<file path="config.mk">
export PLATFORM = sky130hd
export DESIGN_NAME = vfc_ctrl
export DESIGN_NICKNAME = d
export VERILOG_FILES = /design/src/sv/vfc_pkg.sv /design/src/sv/vfc_ctrl.sv
export SDC_FILE = /design/constraint.sdc
export NUM_CORES = 1
export LEC_CHECK = 0
export ABC_CLOCK_PERIOD_IN_PS = 2400
export BUFFER_PORTS_ARGS = -buffer_cell sky130_fd_sc_hd__buf_2
export CAP_MARGIN = 20
export CORE_MARGIN = 1
export CORE_UTILIZATION = 30
export DETAILED_ROUTE_END_ITERATION = 8
export MAX_ROUTING_LAYER = met4
export PLACE_DENSITY = 0.57
export SLEW_MARGIN = 10
export SYNTH_ARGS = -nofsm -noshare
export SYNTH_HDL_FRONTEND = slang
export SYNTH_SLANG_ARGS = --single-unit
export TNS_END_PERCENT = 30
</file>
<file path="constraint.sdc">
create_clock -name i_clk -period 2.4 [get_ports i_clk]
set_input_delay 0.72 -clock i_clk [delete_from_list [all_inputs] [get_ports i_clk]]
set_output_delay 0.72 -clock i_clk [all_outputs]
set_load 0.05 [all_outputs]
</file>
<file path="src/sv/vfc_pkg.sv">
// Shared types, constants and fixed-point helpers of the view frustum culling unit.
// No dependencies; every other file imports this package.
package vfc_pkg;

    localparam int FRAC_BITS = 16;
    localparam int WORD_BITS = 32;

    localparam int IN_W   = 32;
    localparam int EXT_W  = 31;
    localparam int KIND_W = 3;
    localparam int IDX_W  = 4;
    localparam int WIDE_W = 64;

    localparam int ACC_W  = WORD_BITS + 3;
    localparam int SQ_W   = 2 * WORD_BITS;
    localparam int SH_W   = SQ_W - FRAC_BITS + 1;
    localparam int DIV_W  = ((2 * FRAC_BITS > WORD_BITS) ? 2 * FRAC_BITS : WORD_BITS) + 1;
    localparam int SQRT_STEPS = WORD_BITS;
    localparam int ITER_W = $clog2(DIV_W);

    typedef logic signed [WORD_BITS-1:0] t_word;
    typedef logic signed [ACC_W-1:0]     t_acc;
    typedef logic [KIND_W-1:0]           t_kind;

    localparam t_word WMAX = t_word'({1'b0, {(WORD_BITS-1){1'b1}}});
    localparam t_word WMIN = t_word'({1'b1, {(WORD_BITS-1){1'b0}}});

    localparam t_kind KIND_LD_PROJ = 3'd0;
    localparam t_kind KIND_LD_MV   = 3'd1;
    localparam t_kind KIND_COMPUTE = 3'd2;
    localparam t_kind KIND_POINT   = 3'd3;
    localparam t_kind KIND_SPHERE  = 3'd4;
    localparam t_kind KIND_CUBE    = 3'd5;

    typedef enum logic [4:0] {
        S_IDLE, S_LOAD, S_CLIP_MUL, S_CLIP_ACC, S_CLIP_WR, S_PL_SUM, S_PL_CHK,
        S_SQ_MUL, S_SQ_ACC, S_SQRT_INIT, S_SQRT, S_DIV_INIT, S_DIV, S_NORM,
        S_T_CORNER, S_T_MUL, S_T_ACC, S_T_CMP, S_DONE
    } t_state;

    typedef enum logic [3:0] {
        OP_NONE, OP_LOAD, OP_MUL_CLIP, OP_ACC, OP_WR_CLIP, OP_PL_SUM, OP_CHK,
        OP_SQ_MUL, OP_SQ_ACC, OP_SQRT_INIT, OP_SQRT_STEP, OP_DIV_INIT, OP_DIV_STEP,
        OP_NORM, OP_CORNER, OP_T_MUL
    } t_op;

    typedef struct packed {
        t_op        op;
        logic       capture;
        logic       first;
        logic [1:0] row;
        logic [1:0] col;
        logic [1:0] k;
        logic [1:0] term;
        logic [2:0] plane;
        logic [2:0] corner;
    } t_cmd;

    typedef struct packed {
        logic ok;
        logic zero_normal;
        logic degen;
    } t_stat;

    typedef struct packed {
        t_kind                  kind;
        logic [IDX_W-1:0]       element_index;
        logic signed [IN_W-1:0] element_value;
        logic signed [IN_W-1:0] pos_x;
        logic signed [IN_W-1:0] pos_y;
        logic signed [IN_W-1:0] pos_z;
        logic [EXT_W-1:0]       extent;
    } t_req;

    function automatic t_word sat_wide(logic signed [WIDE_W-1:0] v);
        t_word r;
        if (v > WIDE_W'(WMAX)) begin
            r = WMAX;
        end else if (v < WIDE_W'(WMIN)) begin
            r = WMIN;
        end else begin
            r = v[WORD_BITS-1:0];
        end
        return r;
    endfunction

    function automatic t_word sat_in(logic signed [IN_W-1:0] v);
        logic signed [WIDE_W-1:0] e;
        e = WIDE_W'(v);
        return sat_wide(e);
    endfunction

    function automatic t_word sat_ext(logic [EXT_W-1:0] v);
        logic signed [WIDE_W-1:0] e;
        e = {{(WIDE_W-EXT_W){1'b0}}, v};
        return sat_wide(e);
    endfunction

    function automatic t_word sat_acc(t_acc v);
        t_word r;
        if (v > t_acc'(WMAX)) begin
            r = WMAX;
        end else if (v < t_acc'(WMIN)) begin
            r = WMIN;
        end else begin
            r = v[WORD_BITS-1:0];
        end
        return r;
    endfunction

    function automatic t_word corner_coord(t_word c, t_word s, logic up);
        t_acc sum;
        sum = up ? t_acc'(c) + t_acc'(s) : t_acc'(c) - t_acc'(s);
        return sat_acc(sum);
    endfunction

    function automatic logic [WORD_BITS-1:0] mag_w(t_word a);
        return a[WORD_BITS-1] ? WORD_BITS'(-a) : WORD_BITS'(a);
    endfunction

    // Round half away from zero to FRAC_BITS, clamp to the word range.
    function automatic t_word mul_round(logic [SQ_W-1:0] raw, logic neg);
        logic [SQ_W:0]   rnd;
        logic [SH_W-1:0] sh;
        logic [SH_W-1:0] lim;
        t_word           mg;
        rnd = {1'b0, raw} + ((SQ_W+1)'(1) << (FRAC_BITS - 1));
        sh  = rnd[SQ_W:FRAC_BITS];
        lim = neg ? SH_W'(WMAX) + SH_W'(1) : SH_W'(WMAX);
        if (sh > lim) begin
            sh = lim;
        end
        mg = sh[WORD_BITS-1:0];
        return neg ? -mg : mg;
    endfunction

    // right, left, bottom, top, back, front
    function automatic logic [1:0] plane_col(logic [2:0] p);
        logic [1:0] c;
        case (p)
            3'd0, 3'd1: c = 2'd0;
            3'd2, 3'd3: c = 2'd1;
            default:    c = 2'd2;
        endcase
        return c;
    endfunction

    function automatic logic plane_sub(logic [2:0] p);
        return (p == 3'd0) || (p == 3'd3) || (p == 3'd4);
    endfunction

endpackage

</file>
<file path="src/sv/vfc_ctrl.sv">
// Controller: sequencer state machine, loop counters and the response register.
// Depends on vfc_pkg; commands vfc_dp.
module vfc_ctrl import vfc_pkg::*; (
    input  logic  i_clk,
    input  logic  i_rst_n,
    input  logic  i_req_valid,
    input  t_kind i_kind,
    output logic  o_req_ready,
    output t_cmd  o_cmd,
    input  t_stat i_stat,
    output logic  o_rsp_valid,
    input  logic  i_rsp_ready,
    output logic  o_inside,
    output logic  o_degen
);
    t_state r_state, n_state;
    logic [1:0] r_row, n_row, r_col, n_col, r_k, n_k, r_term, n_term;
    logic [2:0] r_plane, n_plane, r_corner, n_corner;
    logic [ITER_W-1:0] r_n, n_n;
    t_kind r_kind, n_kind;
    logic r_inside, n_inside;
    logic r_out_valid, r_out_inside, r_out_degen;
    logic fire;

    assign o_req_ready = (r_state == S_IDLE);
    assign fire = (r_state == S_DONE) && (!r_out_valid || i_rsp_ready);

    always_comb begin
        n_state = r_state; n_row = r_row; n_col = r_col; n_k = r_k; n_term = r_term;
        n_plane = r_plane; n_corner = r_corner; n_n = r_n; n_kind = r_kind;
        n_inside = r_inside;
        case (r_state)
            S_IDLE: if (i_req_valid) begin
                n_kind = i_kind; n_row = '0; n_col = '0; n_k = '0; n_term = '0;
                n_plane = '0; n_corner = '0; n_n = '0; n_inside = 1'b0;
                case (i_kind)
                    KIND_LD_PROJ, KIND_LD_MV: n_state = S_LOAD;
                    KIND_COMPUTE: n_state = S_CLIP_MUL;
                    KIND_POINT, KIND_SPHERE, KIND_CUBE: n_state = S_T_CORNER;
                    default: n_state = S_DONE;
                endcase
            end
            S_LOAD: n_state = S_DONE;
            S_CLIP_MUL: n_state = S_CLIP_ACC;
            S_CLIP_ACC: begin
                if (r_k == 2'd3) begin
                    n_state = S_CLIP_WR;
                end else begin
                    n_k = r_k + 2'd1;
                    n_state = S_CLIP_MUL;
                end
            end
            S_CLIP_WR: begin
                n_k = '0;
                n_state = S_CLIP_MUL;
                if (r_col == 2'd3) begin
                    n_col = '0;
                    n_row = r_row + 2'd1;
                    if (r_row == 2'd3) begin
                        n_state = S_PL_SUM;
                        n_plane = '0;
                    end
                end else begin
                    n_col = r_col + 2'd1;
                end
            end
            S_PL_SUM: begin
                if (r_row == 2'd3) begin
                    n_state = S_PL_CHK;
                end else begin
                    n_row = r_row + 2'd1;
                end
            end
            S_PL_CHK: begin
                if (i_stat.zero_normal) begin
                    n_row = '0;
                    if (r_plane == 3'd5) begin
                        n_state = S_DONE;
                    end else begin
                        n_plane = r_plane + 3'd1;
                        n_state = S_PL_SUM;
                    end
                end else begin
                    n_term = '0;
                    n_state = S_SQ_MUL;
                end
            end
            S_SQ_MUL: n_state = S_SQ_ACC;
            S_SQ_ACC: begin
                if (r_term == 2'd2) begin
                    n_state = S_SQRT_INIT;
                end else begin
                    n_term = r_term + 2'd1;
                    n_state = S_SQ_MUL;
                end
            end
            S_SQRT_INIT: begin
                n_n = '0;
                n_state = S_SQRT;
            end
            S_SQRT: begin
                if (r_n == ITER_W'(SQRT_STEPS - 1)) begin
                    n_state = S_DIV_INIT;
                end else begin
                    n_n = r_n + ITER_W'(1);
                end
            end
            S_DIV_INIT: begin
                n_n = '0;
                n_state = S_DIV;
            end
            S_DIV: begin
                if (r_n == ITER_W'(DIV_W - 1)) begin
                    n_row = '0;
                    n_state = S_NORM;
                end else begin
                    n_n = r_n + ITER_W'(1);
                end
            end
            S_NORM: begin
                if (r_row == 2'd3) begin
                    n_row = '0;
                    if (r_plane == 3'd5) begin
                        n_state = S_DONE;
                    end else begin
                        n_plane = r_plane + 3'd1;
                        n_state = S_PL_SUM;
                    end
                end else begin
                    n_row = r_row + 2'd1;
                end
            end
            S_T_CORNER: begin
                n_term = '0;
                n_state = S_T_MUL;
            end
            S_T_MUL: n_state = S_T_ACC;
            S_T_ACC: begin
                if (r_term == 2'd3) begin
                    n_state = S_T_CMP;
                end else begin
                    n_term = r_term + 2'd1;
                    n_state = S_T_MUL;
                end
            end
            S_T_CMP: begin
                if (i_stat.ok) begin
                    n_corner = '0;
                    if (r_plane == 3'd5) begin
                        n_inside = 1'b1;
                        n_state = S_DONE;
                    end else begin
                        n_plane = r_plane + 3'd1;
                        n_state = S_T_CORNER;
                    end
                end else if (r_kind == KIND_CUBE && r_corner != 3'd7) begin
                    n_corner = r_corner + 3'd1;
                    n_state = S_T_CORNER;
                end else begin
                    n_state = S_DONE;
                end
            end
            S_DONE: if (fire) n_state = S_IDLE;
            default: n_state = S_IDLE;
        endcase
    end

    always_comb begin
        o_cmd         = '0;
        o_cmd.op      = OP_NONE;
        o_cmd.capture = (r_state == S_IDLE) && i_req_valid;
        o_cmd.row     = r_row;
        o_cmd.col     = r_col;
        o_cmd.k       = r_k;
        o_cmd.term    = r_term;
        o_cmd.plane   = r_plane;
        o_cmd.corner  = r_corner;
        case (r_state)
            S_LOAD:      o_cmd.op = OP_LOAD;
            S_CLIP_MUL:  o_cmd.op = OP_MUL_CLIP;
            S_CLIP_ACC: begin
                o_cmd.op    = OP_ACC;
                o_cmd.first = (r_k == 2'd0);
            end
            S_CLIP_WR:   o_cmd.op = OP_WR_CLIP;
            S_PL_SUM:    o_cmd.op = OP_PL_SUM;
            S_PL_CHK:    o_cmd.op = OP_CHK;
            S_SQ_MUL:    o_cmd.op = OP_SQ_MUL;
            S_SQ_ACC: begin
                o_cmd.op    = OP_SQ_ACC;
                o_cmd.first = (r_term == 2'd0);
            end
            S_SQRT_INIT: o_cmd.op = OP_SQRT_INIT;
            S_SQRT:      o_cmd.op = OP_SQRT_STEP;
            S_DIV_INIT:  o_cmd.op = OP_DIV_INIT;
            S_DIV:       o_cmd.op = OP_DIV_STEP;
            S_NORM:      o_cmd.op = OP_NORM;
            S_T_CORNER:  o_cmd.op = OP_CORNER;
            S_T_MUL:     o_cmd.op = OP_T_MUL;
            S_T_ACC: begin
                o_cmd.op    = OP_ACC;
                o_cmd.first = (r_term == 2'd0);
            end
            default:     o_cmd.op = OP_NONE;
        endcase
    end

    always_ff @(posedge i_clk) begin
        if (!i_rst_n) begin
            r_state     <= S_IDLE;
            r_out_valid <= 1'b0;
        end else begin
            r_state <= n_state;
            if (fire) begin
                r_out_valid <= 1'b1;
            end else if (i_rsp_ready) begin
                r_out_valid <= 1'b0;
            end
        end
    end

    always_ff @(posedge i_clk) begin
        r_row <= n_row; r_col <= n_col; r_k <= n_k; r_term <= n_term;
        r_plane <= n_plane; r_corner <= n_corner; r_n <= n_n;
        r_kind <= n_kind; r_inside <= n_inside;
        if (fire) begin
            r_out_inside <= r_inside;
            r_out_degen  <= i_stat.degen;
        end
    end

    assign o_rsp_valid = r_out_valid;
    assign o_inside    = r_out_inside;
    assign o_degen     = r_out_degen;
endmodule

</file>
# ---- Yosys cells after proc, flatten, opt, wreduce, memory -nomap -nowiden
# Index checks and enable logic that the tools add are counted.
dict set report word_totals {
  inputBits 10
  out_inout_bits 24
  register_bits 32
}
dict set report op_classes {
  n_eq_ne 52
  n_reduce_logical 32
  addsub 7
  muxes 56
}
# cell count
set ops {}
lappend ops {{$pmux 5 s19} 1}
lappend ops {{$mux 5} 12}
lappend ops {{$pmux 4 s15} 1}
lappend ops {{$eq 5x4->1 const B} 8}
lappend ops {{$mux 3} 12}
lappend ops {{$ne 2x2->1 const B} 18}
lappend ops {{$pmux 6 s4} 1}
lappend ops {{$mux 2} 11}
lappend ops {{$eq 5x3->1 const B} 4}
lappend ops {{$mux 6} 3}
lappend ops {{$eq 5x5->1 const B} 3}
lappend ops {{$pmux 3 s5} 1}
lappend ops {{$pmux 5 s3} 1}
lappend ops {{$eq 3x3->1 const B} 4}
lappend ops {{$pmux 2 s6} 1}
lappend ops {{$reduce_and 6->1} 2}
lappend ops {{$eq 2x2->1 const B} 5}
lappend ops {{$eq 5x2->1 const B} 2}
lappend ops {{$pmux 2 s5} 1}
lappend ops {{$reduce_bool 5->1} 2}
lappend ops {{$add 2x1->2 const B} 4}
lappend ops {{$reduce_and 4->1} 2}
lappend ops {{$reduce_or 2->1} 4}
lappend ops {{$reduce_and 7->1} 1}
lappend ops {{other kinds (28)} 43}

# ---- Longest topological paths before layout
dict set report logic_depth {
  word_depth 5
  ltp_mapped 7
  mapped_depth_nobuf 7
}

# ---- Worst setup path before layout
# No wires, ideal clock.
dict set report synth_path {
  path_kind {register to register}
  start {reg r_n[0]}
  end {reg r_n[0], enable pin}
  t_required_ns 1.995
  setup_slack_ns -0.121
  stages_incl_launch_ff 7
  setup_ns 0.405
  arrival_time_ns 2.116
  n_path_buf 0
  cell_sequence {edfxtp_1 ha_1 nand3_1 nor3_1 a22oi_1 nor2_1 a2111oi_0}
}
dict set report synth_via {
  elab_chain_cells 3
  word_cells_on_any_way 5
  classes_between {eq/ne: 4; reduce/logical: 1}
}
# element line
set synth_lines {}
lappend synth_lines {{start, declared} vfc_ctrl.sv:19} ;# logic [ITER_W-1:0] r_n, n_n;
lappend synth_lines {{start signal, assigned} vfc_ctrl.sv:224} ;# r_plane <= n_plane; r_corner <= n_corner; r_n <= n_n;
lappend synth_lines {{$eq 6x6->1 or $eq 6x5->1 (tied branches)} {vfc_ctrl.sv:113, vfc_ctrl.sv:102}}
lappend synth_lines {{$ne 2x2->1 (no line)} n/a}
lappend synth_lines {{$reduce_and 4->1 (no line) *} n/a}
# Every way passes the cells marked *; elsewhere a longest branch is shown, timed or not.
# A chain may end at the register's enable or synchronous reset.

==> impl_metrics.py <==
metrics = {
    "finish": {
        "areaGrowthSynthToFinish_pct": 18.9,
        "fin_area_mm2": 0.00279,
        "nNetsFinal": 323,
        "antenna_cells": 0,
        "drive_above_1_share_pct": 24.3,
    },
    "sta": {
        "fin_hold_ws_ps": 421,
        "finalSetupViolCount": 0,
        "fin_crit_ps": 2330,
        "max_slew.worst_pin.slew_ps": 473,
        "rsz0062_at_grt": "false",
        "tns_ps": 0,
        "fin_ws_ps": 73.7,
        "final-hold-violation-count": 0,
        "finalClockSkew_ps": 2.66,
        "post-route-period-util_pct": 96.9,
        "fmax_mhz": 430,
        "slew_headroom_pct": 68.2,
        "drv_slew": 0,
    },
    "worst_setup_path": {
        "path_class": "reg -> out",
        "worst_setup_path_end_kind": "output pin",
        "cp.required_ps": 1680,
        "crit_fanout": 20,
        "startpoint_type": "flip-flop",
        "cp_data_arrival_time_ps": 1610,
    },
    "floorplanning": {
        "die_x_um": 90.5,
        "die_area_mm2": 0.00819,
        "placementRows": 31,
        "core_area_mm2": 0.00741,
        "die_y_um": 90.5,
        "io_pins": 34,
        "start_util_pct": 31.7,
    },
    "clocking": {
        "clk_pin_slew_ps": 60,
        "htree_levels": 2,
        "clockBufferDepth": 2,
        "clk_latency_ps": 290,
        "cts_made_buffers": 5,
        "cts_hold_buf": 0,
        "post_cts_buffers": 0,
        "root_buffer": "clkbuf_8",
        "clock_sinks": 32,
        "cts_tree": "done",
    },
    "place": {
        "portBuffers": 33,
        "place_ws_ps": 247,
        "dpl-instance-area_mm2": 0.00267,
        "post-dp-hpwl_um": 4390,
        "gp_congestion": 0.867,
    },
    "logic_synthesis": {
        "synth_top_family_by_area": "simple AND/OR/NAND/NOR gates",
        "muxShareOfSynthArea_pct": 1.33,
        "ys_seq_elements": 32,
        "syn_inst": 257,
        "synth-xor-area-share_pct": 1.86,
        "synth.avg_cell_area_um2": 9.14,
        "ys.warnings.count": 0,
        "synth_cell_types": 62,
        "seq_area_frac_synth_pct": 38.4,
        "syn-num-nets": 280,
        "synth_fa_ha_area_share_pct": 6.93,
        "synth-simple-area-share_pct": 25.5,
        "synth-edff-count": 26,
        "synth_compound_area_share_pct": 18.7,
        "synthArstFlopShare_pct": 0,
        "syn-cell-area_mm2": 0.00235,
        "ys.flop_type": "edfxtp_1",
    },
    "drt": {
        "drt_wl_total_um": 5680,
        "post-route-drc-count": 0,
        "vias": 2051,
        "viasPerCell": 5.13,
        "wire_per_inst_um": 14.2,
        "drtPass1Iterations": 5,
        "drt_iter0_markers": 214,
        "drtAntennaViolNets": 0,
    },
    "hold_path": {
        "hp-class": "reg -> reg",
    },
    "global_route": {
        "track_usage_pct": 14.9,
        "grt_pass1_wl_um": 9530,
        "overflow": 0,
        "grt_max_degree": 30,
        "grt_antenna_before_repair": 0,
        "grt_pass1_vias": 1951,
    },
    "power": {
        "max-vdd-ir-drop_v": 0.000531,
        "power_leakage_nw": 1.12,
        "power_density_mw_per_mm2": 1510,
        "power_mw": 4.22,
    },
    "flow_run": {
        "maxCapViolCount": 0,
    },
    "status": {
        "outcome": "finished, final reports clean",
    },
}
==> critical path: stages (launching register included) <==
cell     delay [ps]
dfxtp_4         370
buf_8           150
inv_1           120
and4_1          290
a22o_1          190
buf_4           200
==> cell usage after synthesis (all sizes together), types with 5 or more instances <==
library cell,count,share of area [%]
edfxtp,26,33
dfxtp,6,5.1
ha,13,6.9
a21oi,14,3.0
nand3,6,1.3
o31ai,5,1.6
inv,18,2.9
nor3,13,2.8
a2111oi,5,2.1
o21ai,13,2.8
nand2,21,3.4
and2,5,1.3
nand2b,6,1.6
and3,5,1.3
buf,9,2.6
nor2,29,5.0
==> kinds of logic after synthesis <==
kind of cell | count (synthesis)
flip-flops | 32
multiplexers | 3
adder cells (fa/ha/maj) | 13
XOR/XNOR | 5
buffers and inverters | 31
AND/OR/NAND/NOR | 110
AO/OA/AOI/OAI | 63
==> final cells by class <==
type / instances / area, um^2
Clock buffer: 7 / 76.3
Tap cell: 99 / 124
Sequential cell: 32 / 906
Multi-Input combinational cell: 194 / 1300
Timing Repair Buffer: 49 / 317
Clock inverter: 1 / 3.75
Inverter: 18 / 67.6
Fill cell: 756 / 4620
==> what timing repair did <==
item / in CTS / in global routing
hold endpoints to repair: 0 / 0
resized for setup: 6 / 8
setup endpoints to repair: 2 / 4
cloned: 0 / 0
==> metal layers <==
metal	wire, um	part of all wire (%)	track usage [%]	up-vias
met2	2490	44	22.3	63
met4	76	1.3	4.70	0
met1	2830	50	20.2	949
li1	-	-	-	1033
met3	281	4.9	2.86	6
met5	0	0	-	-
==> placed cells by master (no fill, tap or decap), drive strengths merged, types with 3 or more instances in the layout <==
cell      n
buf      48
nor2     29
edfxtp   26
nand2    21
inv      18
a21oi    14
ha       13
o21ai    13
nor3     13
clkbuf    8
nand3     6
nand2b    6
dfxtp     6
and3      5
o31ai     5
and2      5
a2111oi   5
a31oi     4
xnor2     4
nor2b     4
nor3b     3
==> state kept, by name, summed over array words and instances (netlist names) <==
| register | cells |
|---|---|
| r_n | 6 |
| r_inside | 1 |
| o_inside | 1 |
| r_kind | 3 |
| r_k | 2 |
| o_degen | 1 |
| r_row | 2 |
| r_plane | 3 |
| o_rsp_valid | 1 |
| r_state | 5 |
| r_corner | 3 |
| r_term | 2 |
| r_col | 2 |
==> power by group <==
| group | internal (mW) | switching, mW |
|---|---|---|
| sequential | 0.918 | 0.186 |
| clock | 0.202 | 0.203 |
| combinational | 0.956 | 1.76 |
==> worst paths after layout <==
check / start / end / slack [ps] / depth (start not counted)
worst max-delay path: r_state[3] / o_cmd[14] / 70 / 5
worst min-delay path: r_inside / o_inside / 420 / 0
worst max register to register: r_corner[0] / r_corner[0] / 400 / 5
worst min register to register: r_inside / o_inside / 420 / 0
==> per-stage QoR <==
stage                     cells  util (%)
final                       400      37.7
after global routing        400      37.7
after floorplan             257         -
after detailed placement    392      36.0
after CTS                   400      37.3
after global placement      392      36.0
No activity file was read; power rests on OpenSTA's default activity.
